[config.mk]
export PLATFORM = sky130hd
export DESIGN_NAME = gphp_ram
export DESIGN_NICKNAME = d
export VERILOG_FILES = /design/src/rtl/assert_macros.svh /design/src/rtl/gphp_ram.sv
export SDC_FILE = /design/constraint.sdc
export NUM_CORES = 1
export LEC_CHECK = 0
export BUFFER_PORTS_ARGS = -buffer_cell sky130_fd_sc_hd__buf_2
export CAP_MARGIN = 5
export CORE_MARGIN = 3
export CORE_UTILIZATION = 55
export DETAILED_ROUTE_END_ITERATION = 6
export HOLD_SLACK_MARGIN = 0.03
export PLACE_DENSITY = 0.7
export SETUP_SLACK_MARGIN = 0.1
export SYNTH_ARGS = -nofsm -noshare
export SYNTH_HDL_FRONTEND = slang
export SYNTH_SLANG_ARGS = --single-unit
export TNS_END_PERCENT = 10
[constraint.sdc]
create_clock -name clk -period 6.27 [get_ports clk]
set_input_delay 0.3135 -clock clk [delete_from_list [all_inputs] [get_ports clk]]
set_output_delay 0.3135 -clock clk [all_outputs]
set_load 0.1 [all_outputs]
[src/rtl/assert_macros.svh]
// Assertion macros for the RTL files.
`ifndef ASSERT_MACROS_SVH
`define ASSERT_MACROS_SVH
`ifndef ASSERT_OFF
`define ASSERT_IMPLIES(lbl, ck, rs, ante, cons, msg) \
  lbl: assert property (@(posedge ck) disable iff (rs) (ante) |-> (cons)) else $error(msg);
`define ASSERT_NEXT(lbl, ck, rs, ante, cons, msg) \
  lbl: assert property (@(posedge ck) disable iff (rs) (ante) |=> (cons)) else $error(msg);
`else
`define ASSERT_IMPLIES(lbl, ck, rs, ante, cons, msg)
`define ASSERT_NEXT(lbl, ck, rs, ante, cons, msg)
`endif
`endif

[src/rtl/gphp_ram.sv]
`default_nettype none
module gphp_ram #(
  parameter int WIDTH = 32,
  parameter int DEPTH = 8,
  parameter int AW = (DEPTH > 1) ? $clog2(DEPTH) : 1
) (
  input  wire logic             clk,
  input  wire logic             we,
  input  wire logic [AW-1:0]    waddr,
  input  wire logic [WIDTH-1:0] wdata,
  input  wire logic [AW-1:0]    raddr,
  output logic      [WIDTH-1:0] rdata
);

  logic [WIDTH-1:0] mem [DEPTH];

  always_ff @(posedge clk) begin
    if (we) begin
      mem[waddr] <= wdata;
    end
    rdata <= mem[raddr];
  end

endmodule
`default_nettype wire

Yosys cells after proc, flatten, opt, wreduce, memory -nomap -nowiden
Memories as Yosys holds them, arrays and structs flattened. A register that Yosys moved wholly into a read port is not among the register bits.
Index checks and enable logic that the tools add are counted.
{ "totals": {"elab_cells": 3, "n_memories": 1, "ramBits": 256, "register_bits": 0} }
{ "mem_list": {"columns": ["name", "depth", "width", "read_ports", "rd_ports_with_merged_regs", "wr", "line", "source"], "rows": [
  ["mem", 8, 32, 1, 1, 1, "gphp_ram.sv:15", "logic [WIDTH-1:0] mem [DEPTH];"]
]} }
{ "classes": {"mux": 2} }
{ "op_table": {"columns": ["op", "count"], "rows": [
  ["two-way mux 1 bit", 2]
]} }

Logic depth before layout (Yosys ltp)
Gate-level depths: netlist of run 1.
{ "depth": {"word_depth": 2, "mapped_depth": 4, "mapped_depth_nobuf": 2} }

Worst setup path before layout of run 1
No wires, ideal clock.
{ "synth_path": {"kind": "in2reg", "start": "input waddr[2]", "end": "memory mem[0][0] (enable)", "arrival_time_ns": 2.699, "path_buffers": 0, "path_slack_ns": 3.110, "path_stages": 2, "path_cell_list": "nand2b_1 -> nor3_1"} }
{ "synth_rtl": {"columns": ["item", "line", "source"], "rows": [
  ["start, declared", "gphp_ram.sv:9", "input wire logic [AW-1:0] waddr,"],
  ["end, declared", "gphp_ram.sv:15", null]
]} }
Straight into the memory's write port.

==> run summary, run 1 <==
### Critical path
* **Startpoint Class** input port
* **Max Fanout on Critical Path** 64
* **critical path data required time** 6.67 ns
* **crit path capture** rdata[14]
* **capture point of the worst reg-to-reg path** rdata[9]
* **category of the critical setup timing path** in -> reg
* **worst reg-to-reg path cell count** 2
* **Worst R2R Start** mem[3][9]
* **reg-to-reg setup timing slack** 4.93 ns
* **data arrival time of the worst path** 2.18 ns
* **crit path from** raddr[0]
* **CP Capture Type** flip-flop

### GRT
* **remaining global-route overflow** 0
* **total routing usage reported by global routing** 18.04%
* **initial antenna violation count** 1
* **pin count of the biggest net entering global routing** 65
* **global-route wire length before repair** 27,770 um
* **vias in the first global route** 4,765

### Layout
* **utilization after layout** 65.42%
* **# diodes** 0
* **nets** 548
* **Synth-to-Final Area Change** 14.59%
* **storage element area** 8328 um2
* **layout cell share with drive strength beyond 1** 34.15%
* **total area of multi-input combinational cells** 2066 um2
* **Filler Cells Inserted** 1,180

### Placement
* **Final HPWL DP** 9645 um
* **port bufs** 71
* **DP Worst Slack** 3.929 ns
* **routability congestion estimate from global placement** 0.6597

### Clock network
* **number of gates resized after cts** 0
* **Clock Tree Buf Depth** 3
* **clock tree from TritonCTS** done
* **clock network latency to the later pin of the worst-skew pair** 0.52 ns
* **H-Tree Depth** 1
* **buffer cell driving the clock tree root** clkbuf_16
* **clock buffer count from CTS** 28
* **clock tree sinks** 288
* **number of buffers inserted for hold repair after clock tree synthesis** 0
* **Post-CTS Setup Inserts** 0
* **clock-pin slew reported for the worst setup and hold paths after clock tree synthesis** 0.06 ns

### Floorplanning
* **overall die area** 20,720 um2
* **die width** 143.9 um
* **# rows** 49
* **total core area** 18,330 um2
* **initial standard-cell utilization of the core** 57.10%
* **number of I/O pins** 72
* **die height** 143.9 um

### Detailed routing
* **Residual DRC** 0
* **DR pass1 iterations** 4
* **initial drt markers** 261
* **WL final** 18,070 um
* **average via count per standard cell** 5.885
* **overall via count from detail_route** 4,467
* **routed length per instance** 23.81 um
* **antenna violation net count after detailed routing** 0

### Run
* **max capacitance violation total** 0

### Timing
* **worst hold slack across all endpoints** 0.05631 ns
* **final-report max-slew violation count** 0
* **sum of negative setup slack** 0 ns
* **count of final hold-check violations** 0
* **worst slew pin tran** 1.132 ns
* **highest clock frequency the design can meet** 562.7 MHz
* **final count of negative-setup-slack endpoints** 0
* **Worst Setup Slack, final** 4.493 ns
* **Max-Slew Margin vs Limit** 24.55%
* **setup repair after global routing missed its margin** no
* **Clock Skew** 0.008516 ns
* **time the final worst path needs with I/O delays and setup** 1.777 ns
* **final worst-path cycle share** 28.34%

### Min path
* **class of the most critical hold timing path** in -> reg

### Synthesis
* **portion of the post-synthesis area used by sequential elements** 79.57%
* **Mapped Area** 10,470 um2
* **flops & latches, synth** 288
* **post-synthesis cell count** 415
* **Synth Warn #** 0
* **number of nets produced by synthesis** 455
* **count of cell types in the netlist** 13
* **synthesized area divided by synthesized cell count** 25.22 um2

### Power and ir drop
* **largest voltage drop on the vdd net** 0.2480 mV
* **total power density per cell area** 342.8 nW/um2
* **standby leakage power** 4.084 nW

### Status
* **status** finished clean

==> flip-flops by register name, indices dropped and copies added, names as in the netlist <==
register and flops:
rdata 32, mem 256
==> metal layers <==
metal  vias up  part of all wire, %  track usage (%)
met5         -                0.072                0
met3        32                  4.2            3.195
met2        96                   52            30.92
met4         2                  1.8            4.856
met1      2352                   42            24.35
li1       1985                    -                -
==> power by group <==
part	internal, mW	total [mW]	leakage [nW]	switching, mW
combinational	0.0945	0.354	1.06	0.260
sequential	2.17	2.19	2.60	0.0191
clock	0.931	1.57	0.432	0.639
==> cell families after synthesis <==
logic type    after synthesis  share of synthesized area [%]
flops                     288                          79.57
mux                        96                          18.65
buf+inv                    18                          1.219
simple gates               13                         0.5619
==> layout make-up <==
| type | instances | area share, % |
|---|---|---|
| clock inverters | 17 | 1.012 |
| repair buffers | 81 | 3.610 |
| flip-flops and latches | 288 | 69.44 |
| multi-input cells | 109 | 17.22 |
| clock buffers | 35 | 6.322 |
| well taps | 229 | 2.389 |
==> cell usage after synthesis <==
cell      instances  area [um2]
nand2b_1          3       18.77
nand2_1           2       7.510
buf_6             7       78.83
mux4_2           24       540.5
buf_1             4       15.01
nor3_1            2       10.01
nor2_1            6       22.52
dfxtp_1          32       640.6
mux2_2           32       360.4
mux4_1           40        1051
buf_2             6       30.03
edfxtp_1        256        7687
clkbuf_1          1       3.750
==> metrics by stage <==
stage | cell area [um2] | instances | power (mW)
floorplan | 10470 | 415 | 2.496
global route | 11990 | 759 | 4.257
finish | 11990 | 759 | 4.111
CTS | 11990 | 759 | 4.153
detailed placement | 11110 | 707 | 2.585
global placement | 11110 | 707 | 2.574
==> layout by cell type (no fill, tap or decap) <==
cell type  synthesis  final
bufinv_16          0      2
clkbuf_16          0     29
mux4_1            40     40
buf_4              0     11
clkbuf_1           1      5
mux2_2            32     32
nand2b_1           3      3
buf_2              6     70
clkinv_2           0      4
clkbuf_8           0      1
clkinv_1           0     11
dfxtp_1           32     32
nor3_2             0      2
mux4_2            24     24
edfxtp_1         256    256
nand2_1            2      2
nor2_4             0      6
==> critical path, cell delays in order <==
cell and delay, ns:
buf_4 0.83, mux4_1 0.69, mux2_2 0.28
==> worst min path at each step <==
stage               startpoint          to  slack, ns  cells past startpoint
floorplan             wdata[0]   mem[0][0]       0.41                      0
global placement      wdata[4]   mem[0][4]       0.57                      1
detailed placement   wdata[24]  mem[2][24]       0.58                      1
CTS                  wdata[24]  mem[2][24]       0.04                      1
global route         wdata[26]  mem[5][26]       0.05                      1
finish               wdata[21]  mem[3][21]       0.06                      1
Power figures use the tool's default switching activity.
==> run 2, diff against run 1 <==
--- a/config.mk
+++ b/config.mk
@@ -8,10 +8,10 @@
 export BUFFER_PORTS_ARGS = -buffer_cell sky130_fd_sc_hd__buf_2
 export CAP_MARGIN = 5
 export CORE_MARGIN = 3
-export CORE_UTILIZATION = 55
+export CORE_UTILIZATION = 54
 export DETAILED_ROUTE_END_ITERATION = 6
 export HOLD_SLACK_MARGIN = 0.03
-export PLACE_DENSITY = 0.7
+export PLACE_DENSITY = 0.71
 export SETUP_SLACK_MARGIN = 0.1
 export SYNTH_ARGS = -nofsm -noshare
 export SYNTH_HDL_FRONTEND = slang
==> constraint.sdc (replaced) <==
create_clock -name clk -period 1.5 [get_ports clk]
set_input_delay 0.075 -clock clk [delete_from_list [all_inputs] [get_ports clk]]
set_output_delay 0.075 -clock clk [all_outputs]
set_load 0.1 [all_outputs]
==> run 2 against run 1 <==
Global-route usage about the same. Register-to-register slack worse by 4.7 ns. Non-clock buffer count is 44 higher. Clock skew decreased by 0.0012 ns. Utilization rose by 1.8 points. Sequential cell count did not move. Critical path depth decreased by 2. Clock-buffer cell count up 9. Worst hold slack improved by 0.051 ns. Highest routed layer is now met4.
==> run summary, run 2 (synthesis gave the netlist of run 1 again) <==
### Power and ir drop
* **standby leakage power** 4.371 nW, +7.0%
* **total power density per cell area** 1391 nW/um2, +310%
* **largest voltage drop on the vdd net** 1.093 mV, +340%

### Layout
* **nets** 593, +8.2%
* **commonest cells after routing, fill and taps aside** edfxtp_1 (256), buf_2 (68), mux4_1 (40)
* **most common cell after layout, fill and taps aside** edfxtp_1
* **# diodes** 0, unchanged
* **Filler Cells Inserted** 1,215, +3.0%
* **register bank with the most flops** mem
* **max FFs per register** 256, unchanged
* **layout cell share with drive strength beyond 1** 34.96%, +0.81 points
* **non-filler cells, final** 835, +10%
* **Synth-to-Final Area Change** 21.28%
* **leading registers by flop count** mem: 256 flops, rdata: 32 flops

### Clock network
* **clock network latency to the later pin of the worst-skew pair** 0.52 ns, about the same
* **clock buffer count from CTS** 29, +3.6%
* **buffer cell driving the clock tree root** clkbuf_16
* **clock tree from TritonCTS** done
* **clock tree sinks** 288, unchanged
* **Post-CTS Setup Inserts** 0, unchanged
* **Clock Tree Buf Depth** 3, unchanged
* **clock-pin slew reported for the worst setup and hold paths after clock tree synthesis** 0.06 ns, about the same
* **H-Tree Depth** 1, unchanged

### GRT
* **total routing usage reported by global routing** 18.03%, about the same
* **initial antenna violation count** 0, -1
* **global-route wire length before repair** 29,290 um, +5.5%
* **vias in the first global route** 5,034, +5.6%
* **remaining global-route overflow** 0, unchanged
* **pin count of the biggest net entering global routing** 65, unchanged

### Timing
* **highest clock frequency the design can meet** 730.3 MHz
* **setup repair after global routing missed its margin** yes
* **Max-Slew Margin vs Limit** 66.99%, +42 points
* **count of final hold-check violations** 0, unchanged
* **Worst Setup Slack, final** 0.1306 ns, -4.362 ns
* **final count of negative-setup-slack endpoints** 0, unchanged
* **final worst-path cycle share** 91.29%
* **final-report max-slew violation count** 0, unchanged
* **sum of negative setup slack** 0 ns, unchanged
* **time the final worst path needs with I/O delays and setup** 1.369 ns
* **Clock Skew** 0.007325 ns, -0.001191 ns
* **worst slew pin tran** 0.4986 ns, -0.6331 ns

### Detailed routing
* **initial drt markers** 333, +28%
* **overall via count from detail_route** 4,532, +1.5%
* **antenna violation net count after detailed routing** 0, unchanged
* **average via count per standard cell** 5.428, -7.8%
* **WL final** 18,420 um, +1.9%
* **routed length per instance** 22.06 um, -7.3%
* **Residual DRC** 0, unchanged
* **DR pass1 iterations** 4, unchanged

### Critical path
* **reg-to-reg setup timing slack** 0.23 ns, -4.70 ns
* **kind of cell adding the most delay to the critical path** buffers and inverters
* **Max Fanout on Critical Path** 1, -98%
* **CP Capture Type** output port
* **number of buffer and inverter instances along the worst setup path** 1, unchanged
* **Worst R2R Start** mem[0][24]
* **critical path data required time** 1.42 ns, -5.25 ns
* **capture point of the worst reg-to-reg path** rdata[24]
* **worst-path cell with the longest stage delay** buf_2
* **category of the critical setup timing path** reg -> out
* **critical path, cell by cell** buf_2
* **Startpoint Class** flip-flop
* **data arrival time of the worst path** 1.29 ns, -0.89 ns
* **slowest stage delay, CP** 0.43 ns, -0.40 ns
* **worst reg-to-reg path cell count** 2, unchanged

### Min path
* **number of stages on the worst hold path** 3, +2
* **source of the worst hold timing path** raddr[1]
* **class of the most critical hold timing path** in -> reg
* **Min-Delay Endpoint** rdata[28]

### Placement
* **Inst Count DP** 750, +6.1%
* **DP Worst Slack** 0.04891 ns, -3.880 ns
* **Final HPWL DP** 10,220 um, +5.9%
* **routability congestion estimate from global placement** 0.7130, +8.1%
* **port bufs** 71, unchanged

### Floorplanning
* **die height** 145.2 um, +0.89%
* **overall die area** 21,090 um2, +1.8%
* **number of I/O pins** 72, unchanged
* **initial standard-cell utilization of the core** 55.40%, -1.7 points
* **die width** 145.2 um, +0.89%
* **# rows** 50, +2.0%
* **total core area** 18,890 um2, +3.1%

### Status
* **status** finished clean

### Run
* **max capacitance violation total** 0, unchanged

## run 2: cell count changes in the layout (fill, tap and decap cells not counted), moves of 2 or more
cell | previous run | this run
buf_12 | 0 | 14
buf_2 | 70 | 68
dlygate4sd3_1 | 0 | 32
clkbuf_1 | 5 | 10
nor3_2 | 2 | 0
clkbuf_8 | 1 | 5
clkinv_2 | 4 | 6
clkinv_1 | 11 | 0
nor3_4 | 0 | 2
## run 2: worst reg2reg max path, cell delays in order, from the launching register on
cell and delay, ns:
edfxtp_1 0.36, mux4_1 0.51, mux2_2 0.29
## run 2: worst max path at each step
stage / cells after the start / from / end
floorplan: 2 / we / mem[5][0]
global placement: 4 / raddr[0] / rdata[11]
detailed placement: 4 / raddr[0] / rdata[2]
CTS: 1 / rdata[31] / rdata[31]
global route: 1 / rdata[4] / rdata[4]
finish: 1 / rdata[5] / rdata[5]
## run 2: metal layers
metal  track usage, %  share of wire (%)  vias up
li1                 -                  -     2057
met1            24.96                 41     2338
met2            30.94                 52      116
met3            2.967                5.3       21
met4            3.704                1.3        0
met5                0                  0        -
## run 2: metrics by stage
stage,instance area (um2),hold WS [ns],power (mW),utilization (%)
after CTS,12690,0.1221,17.80,67.17
after global routing,12690,0.1194,18.24,67.19
after detailed placement,11440,0.3463,10.87,60.54
after global placement,11440,0.3232,10.82,60.54
final,12690,0.1076,17.65,67.19
after floorplan,10510,0.1739,10.44,-
## run 2: what timing repair did
action	CTS	global route
endpoints found under the hold margin	256	0
pin swaps	0	0
setup endpoints to repair	4	5
hold buffers	32	0
gates resized for setup	1	1
## run 2: layout make-up
cell class              instances  area (um2)  area share, %
clock buffers                  44       832.0          6.555
clock inverters                 9       98.84         0.7787
multi-input cells             109        2086          16.43
flip-flops and latches        288        8328          65.61
well taps                     260       325.3          2.563
repair buffers                125        1023          8.063
## run 2: power breakdown
part	total (mW)	internal [mW]	leakage [nW]	switching (mW)
registers	9.14	9.06	2.60	0.0793
logic	1.61	0.502	1.31	1.11
clock network	6.90	4.16	0.461	2.75
