### src/rtl/assert_macros.svh
// Assertion macros for the RTL files.
`ifndef ASSERT_MACROS_SVH
`define ASSERT_MACROS_SVH
`ifndef ASSERT_OFF
`define ASSERT_IMPLIES(lbl, ck, rs, ante, cons, msg) \
  lbl: assert property (@(posedge ck) disable iff (rs) (ante) |-> (cons)) else $error(msg);
`define ASSERT_NEXT(lbl, ck, rs, ante, cons, msg) \
  lbl: assert property (@(posedge ck) disable iff (rs) (ante) |=> (cons)) else $error(msg);
`else
`define ASSERT_IMPLIES(lbl, ck, rs, ante, cons, msg)
`define ASSERT_NEXT(lbl, ck, rs, ante, cons, msg)
`endif
`endif

### src/rtl/gphp_pkg.sv
`default_nettype none
package gphp_pkg;

  localparam int MAX_EVENTS = 8;
  localparam int SLOT_W = (MAX_EVENTS > 1) ? $clog2(MAX_EVENTS) : 1;
  localparam int CNT_W = $clog2(MAX_EVENTS + 1);
  localparam int ACC_W = 32 + $clog2(MAX_EVENTS + 2);
  localparam int EXP_INT_LEN = 24;
  localparam int EXP_FRAC_LEN = 64;
  localparam logic [31:0] ONE_Q31 = 32'h8000_0000;

  typedef enum logic [1:0] {
    REG_Q_CENTER = 2'd0,
    REG_Q_WIDTH  = 2'd1,
    REG_Q_PEAK   = 2'd2,
    REG_ACTIVE   = 2'd3
  } cfg_reg_t;

  typedef enum logic {
    REQ_LOAD = 1'b0,
    REQ_EVAL = 1'b1
  } req_kind_t;

  typedef struct packed {
    logic        req_type;
    logic [2:0]  event_slot;
    logic signed [31:0] event_center;
    logic [31:0] event_width;
    logic [31:0] event_peak;
    logic [31:0] rise_begin;
    logic [31:0] rise_finish;
    logic [31:0] decay_begin;
    logic [31:0] decay_finish;
    logic signed [31:0] position;
    logic [31:0] sample_time;
  } req_t;

  typedef struct packed {
    logic [31:0] heating_rate;
    logic        saturated;
  } rsp_t;

  typedef struct packed {
    logic [31:0] center;
    logic [31:0] width;
    logic [31:0] peak;
    logic [31:0] rise_begin;
    logic [31:0] rise_finish;
    logic [31:0] decay_begin;
    logic [31:0] decay_finish;
  } slot_t;

  typedef struct packed {
    logic        start;
    logic [63:0] num;
    logic [31:0] den;
  } div_req_t;

  typedef struct packed {
    logic        busy;
    logic        done;
    logic [31:0] quo;
  } div_rsp_t;

  typedef logic [EXP_FRAC_LEN-1:0][31:0] efrac_t;
  typedef logic [EXP_INT_LEN-1:0][31:0] eint_t;

  // Truncated eleven-term series for e^-y, y in Q1.31.
  function automatic logic [63:0] exp_series(input logic [63:0] y);
    logic [63:0] sum;
    logic [63:0] term;
    sum = 64'(ONE_Q31);
    term = 64'(ONE_Q31);
    for (int k = 1; k <= 10; k++) begin
      term = ((term * y) >> 31) / 64'(k);
      if (k % 2 == 1) begin
        sum = sum - term;
      end else begin
        sum = sum + term;
      end
    end
    return sum;
  endfunction

  function automatic efrac_t build_efrac();
    efrac_t tab;
    tab[0] = ONE_Q31;
    for (int j = 1; j < EXP_FRAC_LEN; j++) begin
      tab[j] = 32'(exp_series(64'(j) << 25));
    end
    return tab;
  endfunction

  localparam efrac_t EFRAC = build_efrac();

  function automatic eint_t build_eint();
    eint_t tab;
    logic [63:0] e1;
    logic [63:0] v;
    e1 = (64'(EFRAC[63]) * 64'(EFRAC[1])) >> 31;
    v = 64'(ONE_Q31);
    tab[0] = ONE_Q31;
    for (int n = 1; n < EXP_INT_LEN; n++) begin
      v = (v * e1) >> 31;
      tab[n] = 32'(v);
    end
    return tab;
  endfunction

  localparam eint_t EINT = build_eint();

endpackage
`default_nettype wire

### src/rtl/gphp_div.sv
`default_nettype none
// Restoring divider, one quotient bit per cycle. The caller guarantees
// that the quotient fits in 32 bits (upper numerator word below divisor).
module gphp_div import gphp_pkg::*; (
  input  wire logic     clk,
  input  wire logic     rst,
  input  wire div_req_t req,
  output div_rsp_t      rsp
);

  logic        busy;
  logic        done;
  logic [4:0]  cnt;
  logic [31:0] rem;
  logic [31:0] quo;
  logic [31:0] den;
  logic [32:0] shifted;
  logic        fits;

  assign shifted = {rem, quo[31]};
  assign fits = shifted >= {1'b0, den};

  always_ff @(posedge clk) begin
    if (rst) begin
      busy <= 1'b0;
      done <= 1'b0;
      cnt <= '0;
    end else begin
      done <= 1'b0;
      if (req.start && !busy) begin
        busy <= 1'b1;
        cnt <= '0;
        rem <= req.num[63:32];
        quo <= req.num[31:0];
        den <= req.den;
      end else if (busy) begin
        rem <= fits ? 32'(shifted - {1'b0, den}) : shifted[31:0];
        quo <= {quo[30:0], fits};
        cnt <= cnt + 5'd1;
        if (cnt == 5'd31) begin
          busy <= 1'b0;
          done <= 1'b1;
        end
      end
    end
  end

  assign rsp.busy = busy;
  assign rsp.done = done;
  assign rsp.quo = quo;

endmodule
`default_nettype wire
### config.mk
export PLATFORM = sky130hd
export DESIGN_NAME = gphp_div
export DESIGN_NICKNAME = d
export VERILOG_FILES = /design/src/rtl/assert_macros.svh /design/src/rtl/gphp_pkg.sv /design/src/rtl/gphp_div.sv
export SDC_FILE = /design/constraint.sdc
export NUM_CORES = 1
export LEC_CHECK = 0
export ABC_AREA = 1
export BUFFER_PORTS_ARGS = -buffer_cell sky130_fd_sc_hd__buf_2
export CORE_UTILIZATION = 60
export DETAILED_ROUTE_END_ITERATION = 10
export PLACE_DENSITY = 0.85
export SLEW_MARGIN = 20
export SYNTH_ARGS = -nofsm -noshare
export SYNTH_HDL_FRONTEND = slang
export SYNTH_SLANG_ARGS = --single-unit
### constraint.sdc
create_clock -name clk -period 11.29 [get_ports clk]
set_input_delay 2.258 -clock clk [delete_from_list [all_inputs] [get_ports clk]]
set_output_delay 2.258 -clock clk [all_outputs]
set_load 0.05 [all_outputs]
Word-level counts from Yosys, hierarchy flattened
Cells that the tools add are included.
Storage, ports and cells
  register bits after elaboration: 103
  input port bits: 99
  output and inout bits: 34
  logic and storage cells: 28
Operators by class
  add/sub/neg operators: 2
  $lt $le $gt $ge: 1
  eq/ne operators: 1
  mux-type cells: 9
  bitwise gates (word level): 2
  reductions and logical operators: 7
Operator list (count)
  two-way mux 32 bit: 5
  greater-or-equal comparator 33 x 32 -> 1 bit: 1
  subtractor 32 bit: 1
  adder 5 x 1 -> 5 bit, second input constant: 1
  == test 5 bit, second input constant: 1
  two-way mux 1 bit: 4
  AND reduction 2 bit: 2
  OR reduction 3 bit: 1
  NOT 1 bit: 2
  nonzero test 2 bit: 1
  OR reduction 2 bit: 1
  logical AND 1 bit: 1
  zero test 1 bit: 1

Logic depth before layout (Yosys ltp)
Gate-level depths: netlist of run 1.
  word-level depth: 4
  depth in mapped cells: 16

Worst setup path after synthesis of run 1
Ideal clock, no wire load.
  kind: input to register
  start: input req[96] (netlist name)
  end: register quo[0], enable pin
  arrival time: 6.796 ns
  required time: 10.716 ns
  slack: 3.920 ns
  stages: 2
  buffers on the path: 0
  cell sequence: inv_1 > o21ai_0
Between the ends
  word-level cells in the longest chain between the ends: 3
RTL lines
  start: declaration: line gphp_div.sv:7  | input wire div_req_t req,
  logical AND 1 bit: line gphp_div.sv:30  | if (req.start && !busy) begin
  nonzero test 2 bit (no line)
  AND reduction 2 bit (no line)
  end signal: assignment: line gphp_div.sv:34  | quo <= req.num[31:0];
  end signal: assignment: line gphp_div.sv:38  | quo <= {quo[30:0], fits};
  end: declaration: line gphp_div.sv:15  | logic [31:0] quo;
No other way between the ends.
A chain may end at the register's enable or synchronous reset.

Final worst setup path of run 1
  start: input req[96] (netlist name)
  end: register den[31], enable pin
Between the ends
  word-level cells in the longest chain between the ends: 2
RTL lines
  logical AND 1 bit: line gphp_div.sv:30
  AND reduction 2 bit (no line)
  end signal: assignment: line gphp_div.sv:35  | den <= req.den;
  end: declaration: line gphp_div.sv:16  | logic [31:0] den;
No other way between the ends.

==> summary.md, run 1 <==
| Metric | Value |
|---|---|
| Run status | complete, no violations |
| GRT Util Overall | roughly 30% |
| Detail-routed net length per standard cell | 14.2 um |
| CP endpoint kind | register |
| Top FF cell, synth | edfxtp_1 |
| Drt first pass iters | 5 |
| Num CTS Buffers | 9 |
| Synth Cell Area | 7110 um^2 |
| Setup repair after global routing missed its margin | false |
| First-pass GRT wire length | 29.0 mm |
| R2R setup slack | 8.35 ns |
| Number of global-route vias before repair | 6173 |
| Setup Crit Path Kind | in -> reg |
| Hold bufs inserted after CTS | 0 |
| Most area-consuming cells after synthesis | edfxtp_1 41%, nand2_1 23%, inv_1 8.3% |
| Dominant cell type by area after synthesis | edfxtp_1 |
| Core outline area | between 10000 and 15000 um^2 |
| Post-layout min period | approximately 4 ns |
| Sequential fraction of the synthesis area | 42.5% |
| Worst skew pair latency | 0.36 ns |
| HP Start | cnt[4]$_SDFFE_PP0P_ |
| Max-cap violations | 0 |
| Synth cell types | 36 |
| Most numerous cell in the Yosys netlist | nand2_1 |
| Port Buf Inserts | 132 |
| Post-synth EDFFs | 96 |
| Slew Limit Fails | 0 |
| Row cnt | 39 |
| CTS tree | done |
| Clk slew on worst S/H paths | 0.07 ns |
| Initial DRC Count | about 450 |
| Nature of the critical path startpoint | input pin |
| LEAKAGE | 4.38 nW |
| Root buf cell | clkbuf_16 |
| Share of layout cells above drive strength 1 | 16.1% |
| FF+latch count, synth | ~100 |
| Hold Path Depth | 2 |
| WHS Endpoint | cnt[4]$_SDFFE_PP0P_ |
| Max transition margin | 31.1% |
| Die H | 111 um |
| Initial cell density of the core | slightly above 60% |
| Maximum fanout along the worst path | 65 |
| Routed WL | ~18 mm |
| Die W | 111 um |
| Final setup viols | 0 |
| Worst path required time | 11.27 ns |
| Top-Level Pins | 133 |
| Final Cycle Share | 35.5% |
| Fin. Hold Viols | 0 |
| Post-cts gate resize count | 0 |
| Syn_area_per_cell | 7.22 um^2 |
| Maximum clock path buffer count | 2 |
| Crit path arrival time | approximately 4 ns |
| Mapped Cells | 985 |
| N_diodes | 0 |
| RePlAce Congestion | 0.935 |
| Area Overhead vs Synth | 15.3% |
| DP HPWL | 13.2 mm |
| Clock Sinks | 103 |
| Largest net degree at the start of global routing | 67 |
| Synth Net Count | 1119 |
| Worst slew pin tran | 1.03 ns |
| Most frequent cells after synthesis | 445 x nand2_1, 157 x inv_1, 96 x edfxtp_1, 62 x nand3_1, 46 x nor2_1 |
| Vias | 6477 |
| Final ANT Viol Nets | 0 |
| GRT overflow | 0 |
| Ys async rst share | 0% |
| Hold_ws | 0.475 ns |
| Via-per-instance ratio | 5.16 |
| Fmax | 249 MHz |
| Die area | 12300 um^2 |
| H-tree Lvls | 3 |
| Reg2reg end | rem[21]$_DFFE_PP_ |
| Maximum vdd ir drop | 0.000127 V |
| FF-to-FF path depth | 13 |
| RR Startpoint | rem[21]$_DFFE_PP_ |
| # DRC | 0 |
| Post-CTS Setup Inserts | 0 |
| Fin nets | between 1000 and 1500 |
| Top cell type's share of synthesized area | roughly two fifths |
| Cell Pwr Density | 161 nW/um^2 |
| Sum of negative setup slack | 0 ns |
| Initial antenna violation count | 0 |
| Ys Warns | 0 |
| HP Class | reg -> reg |
| Final setup skew | 0.00836 ns |
==> worst max path at each step <==
stage	startpoint	end	slack, ns	cells after the start
floorplan	req[96]	quo[0]$_DFFE_PP_	3.92	2
global placement	req[96]	den[28]$_DFFE_PP_	6.95	6
detailed placement	req[96]	den[27]$_DFFE_PP_	6.90	6
CTS	req[96]	den[20]$_DFFE_PP_	7.27	6
global route	req[96]	den[31]$_DFFE_PP_	7.12	6
finish	req[96]	den[31]$_DFFE_PP_	7.28	6
==> layout make-up <==
type | count | area [um^2]
Multi-Input combinational cell | 695 | 3380
Fill cell | 942 | 3270
Sequential cell | 103 | 3020
Timing Repair Buffer | 135 | 683
Inverter | 163 | 612
Clock buffer | 9 | 225
Tap cell | 143 | 179
Clock inverter | 7 | 103
==> registers in the layout, summed over array words and instances (netlist names) <==
signal and cells:
den 32, quo 32, rem 32, cnt 5, busy 1, done 1
==> per-layer routing <==
metal / GRT usage [%] / up-vias / share of wire [%]
li1: - / 3324 / -
met1: 39.4 / 2923 / 45
met2: 49.9 / 207 / 47
met3: 5.80 / 23 / 6.5
met4: 9.96 / 0 / 1.6
met5: 0 / - / 0
==> placed cells by master, fill, tap and decap left out, types with 5 or more instances in the layout <==
cell	Yosys	layout
dfxtp_1	7	7
nand3b_1	25	25
xnor2_1	14	14
nand3_1	62	62
inv_1	157	156
inv_2	6	7
buf_2	5	132
nand3_2	5	5
a21oi_1	19	19
nor3_1	9	9
clkbuf_16	0	9
ha_1	34	34
nor2_1	46	44
nand4_1	10	10
edfxtp_1	96	96
nand2_1	445	445
==> report_power, final <==
part | switching (mW) | internal (mW) | total, mW | leakage (nW)
combinational | 0.320 | 0.157 | 0.477 | 3.26
sequential | 0.0210 | 0.475 | 0.496 | 0.970
clock | 0.149 | 0.197 | 0.346 | 0.157
total | 0.490 | 0.829 | 1.32 | 4.38
==> kinds of logic after synthesis <==
group                      after synthesis  synth area share, %
buffers and inverters                  187                 10.4
AOI/OAI and AO/OA                       28                 2.16
adders and majority gates               35                 6.26
DFF                                    103                 42.5
xor gates and xnor gates                14                 1.72
and+or+nand+nor                        618                 36.9
==> critical path, cell delays in order <==
cell and delay (ns):
buf_2 0.08, inv_1 0.08, nor2_4 0.08, buf_4 0.56, inv_2 0.11, nor2_4 0.80
==> through the flow <==
step	utilization (%)	cells	instance area [um^2]	setup slack, ns	power, mW
2_1_floorplan	-	985	7110	3.92	0.862
3_3_place_gp	68.7	1239	7870	6.95	0.963
3_5_place_dp	68.7	1239	7870	6.90	0.974
4_1_cts	71.5	1255	8200	7.27	1.32
5_1_grt	71.5	1255	8200	7.12	1.40
6_report	71.5	1255	8200	7.28	1.32
No activity file was read; power rests on OpenSTA's default activity.
==> inputs of run 2 (changes only) <==
--- a/config.mk
+++ b/config.mk
@@ -7,9 +7,9 @@
 export LEC_CHECK = 0
 export ABC_AREA = 1
 export BUFFER_PORTS_ARGS = -buffer_cell sky130_fd_sc_hd__buf_2
-export CORE_UTILIZATION = 60
+export CORE_UTILIZATION = 51
 export DETAILED_ROUTE_END_ITERATION = 10
-export PLACE_DENSITY = 0.85
+export PLACE_DENSITY = 0.77
 export SLEW_MARGIN = 20
 export SYNTH_ARGS = -nofsm -noshare
 export SYNTH_HDL_FRONTEND = slang
==> constraint.sdc (replaced) <==
create_clock -name clk -period 3.45 [get_ports clk]
set_input_delay 0.69 -clock clk [delete_from_list [all_inputs] [get_ports clk]]
set_output_delay 0.69 -clock clk [all_outputs]
set_load 0.05 [all_outputs]
==> summary.md, run 2 (synthesis results as in run 1) <==
| Metric | Value |
|---|---|
| Run status | complete, no violations |
| Max-cap violations | 0 (unchanged) |
| H-tree Lvls | 3 (unchanged) |
| Cell Pwr Density | 513 nW/um^2 (+220%) |
| Fin. Hold Viols | 0 (unchanged) |
| LEAKAGE | 4.38 nW (about the same) |
| Detail-routed net length per standard cell | 14.4 um (+1.4%) |
| Combinational power share | 37.3% (+1.1 points) |
| Commonest non-fill, non-tap cell in the layout | nand2_1 |
| Max transition margin | 41.7% (+11 points) |
| Final setup skew | 0.0108 ns (+0.00247 ns) |
| Maximum clock path buffer count | 2 (unchanged) |
| Vias | 6476 (-0.015%) |
| Post-layout min period | approximately 2.7 ns |
| Clock Power Share | 24.4% (-1.8 points) |
| CP endpoint kind | register |
| Sum of negative setup slack | 0 ns (unchanged) |
| Buf/Inv on CP | 0 (-4) |
| Die W | 120 um (+8.3%) |
| Share of layout cells above drive strength 1 | 16.4% (+0.30 points) |
| Post-cts gate resize count | 0 (unchanged) |
| Num CTS Buffers | 9 (unchanged) |
| Top Registers | den x32, quo x32, rem x32 |
| Fmax | between 300 and 400 MHz |
| GRT overflow | 0 (unchanged) |
| CP most frequent cell | nand2_1 |
| Row cnt | 42 (+7.7%) |
| Core outline area | 13400 um^2 (+17%) |
| First-pass GRT wire length | 30.8 mm (+6.2%) |
| # fillers | 1272 (+35%) |
| Post-route insts no fill | 1292 (+2.9%) |
| N_diodes | 0 (unchanged) |
| Crit-path cells | ha_1, nand2_1, nor2_1, nand3_1, nand3_2, nand2_2, nand2_2, nand2_4, nand2_4, nand2_2, nand2_1, nand2_1, nand2_1 |
| Maximum vdd ir drop | 0.000360 V (+180%) |
| Number of global-route vias before repair | 6220 (+0.76%) |
| Final ANT Viol Nets | 0 (unchanged) |
| CTS tree | done |
| Die H | 120 um (+8.3%) |
| Cell total after placement | 1276 (+3.0%) |
| Maximum fanout along the worst path | 33 (-49%) |
| Area Overhead vs Synth | 15.8% |
| Final Cycle Share | 77.6% |
| Port Buf Inserts | 132 (unchanged) |
| Internal power | 2.58 mW (+210%) |
| Pwr Total | 4.23 mW (+220%) |
| HP Class | reg -> reg |
| Seq pwr share | 38.3% (+0.7 points) |
| Switching power | 1.65 mW (+240%) |
| Drt first pass iters | 5 (unchanged) |
| Family with the most delay on the worst path | simple AND/OR/NAND/NOR gates |
| Slowest Stage Delay on Critical Path | 0.41 ns (-0.39 ns) |
| Sw Share | 39.0% (+1.9 points) |
| Final core utilization | 61.5% (-10 points) |
| Clk slew on worst S/H paths | 0.08 ns (about the same) |
| Hold bufs inserted after CTS | 0 (unchanged) |
| Initial antenna violation count | 0 (unchanged) |
| Die area | 14400 um^2 (+17%) |
| Largest net degree at the start of global routing | 65 (-3.0%) |
| Setup repair after global routing missed its margin | false |
| Top-Level Pins | 133 (unchanged) |
| Setup Crit Path Kind | reg -> reg |
| Routed WL | 18.7 mm (+4.4%) |
| Post-CTS Setup Inserts | 0 (unchanged) |
| Worst skew pair latency | 0.36 ns (about the same) |
| Fin nets | 1245 (+0.32%) |
| Initial cell density of the core | 53.1% (-8.9 points) |
| GRT Util Overall | 27.7% (-2.3 points) |
| Clock Sinks | 103 (unchanged) |
| Final setup viols | 0 (unchanged) |
| Most frequent cells in the layout | 445 x nand2_1, 156 x inv_1, 132 x buf_2 |
| Crit path arrival time | 2.91 ns (-1.08 ns) |
| Worst path required time | 3.68 ns (-7.59 ns) |
| Worst slew pin tran | 0.871 ns (-0.160 ns) |
| Critical path's slowest cell | ha_1 |
| Hold_ws | 0.472 ns (-0.00339 ns) |
| DP HPWL | 14.2 mm (+7.3%) |
| # DRC | 0 (unchanged) |
| Initial DRC Count | 429 (-4.2%) |
| Nature of the critical path startpoint | register |
| RePlAce Congestion | 0.982 (+5.0%) |
| Slew Limit Fails | 0 (unchanged) |
| Root buf cell | clkbuf_16 |
| Via-per-instance ratio | 5.01 (-2.9%) |
## run 2: final cells by class
type                       instances  area (um^2)  area share [%]
multi-input combinational        695         3380            41.0
clock buffer                       9          225            2.73
tap                              176          220            2.67
sequential                       103         3020            36.7
inverter                         163          612            7.43
timing repair buffer             139          713            8.66
clock inverter                     7         66.3           0.805
## run 2: final timing paths
| check | startpoint | end | slack (ns) | depth (start not counted) |
|---|---|---|---|---|
| worst max-delay path | rem[7]$_DFFE_PP_ | rem[21]$_DFFE_PP_ | 0.77 | 13 |
| worst min-delay path | cnt[4]$_SDFFE_PP0P_ | cnt[4]$_SDFFE_PP0P_ | 0.47 | 2 |
| worst max register to register | rem[7]$_DFFE_PP_ | rem[21]$_DFFE_PP_ | 0.77 | 13 |
| worst min register to register | cnt[4]$_SDFFE_PP0P_ | cnt[4]$_SDFFE_PP0P_ | 0.47 | 2 |
## run 2: metal layers
layer / track usage (%) / wire, um / vias up
met3: 5.94 / 1300 / 27
li1: - / - / 3324
met5: 0 / 0 / -
met4: 8.91 / 407 / 0
met2: 44.2 / 8380 / 224
met1: 37.4 / 8580 / 2901
## run 2: power by group through the flow
| stage | clock (mW) | sequential [mW] | combinational (mW) |
|---|---|---|---|
| 6_report | 1.03 | 1.62 | 1.58 |
| 5_1_grt | 1.07 | 1.63 | 1.78 |
| 4_1_cts | 1.04 | 1.62 | 1.57 |
| 3_5_place_dp | 0 | 1.64 | 1.57 |
| 3_3_place_gp | 0 | 1.64 | 1.55 |
| 2_1_floorplan | 0 | 1.77 | 1.05 |
## run 2: through the flow
stage	setup WS, ns	instance area, um^2
3_5_place_dp	0.838	7940
4_1_cts	0.816	8240
6_report	0.772	8240
5_1_grt	0.590	8240
3_3_place_gp	0.826	7940
2_1_floorplan	0.333	7120
## run 2: worst register-to-register path, delay by kind of cell, from the launching register on
| family | cells | cell delay, ns |
|---|---|---|
| simple gates | 12 | 1.75 |
| fa+ha+maj | 1 | 0.41 |
| flops | 1 | 0.40 |
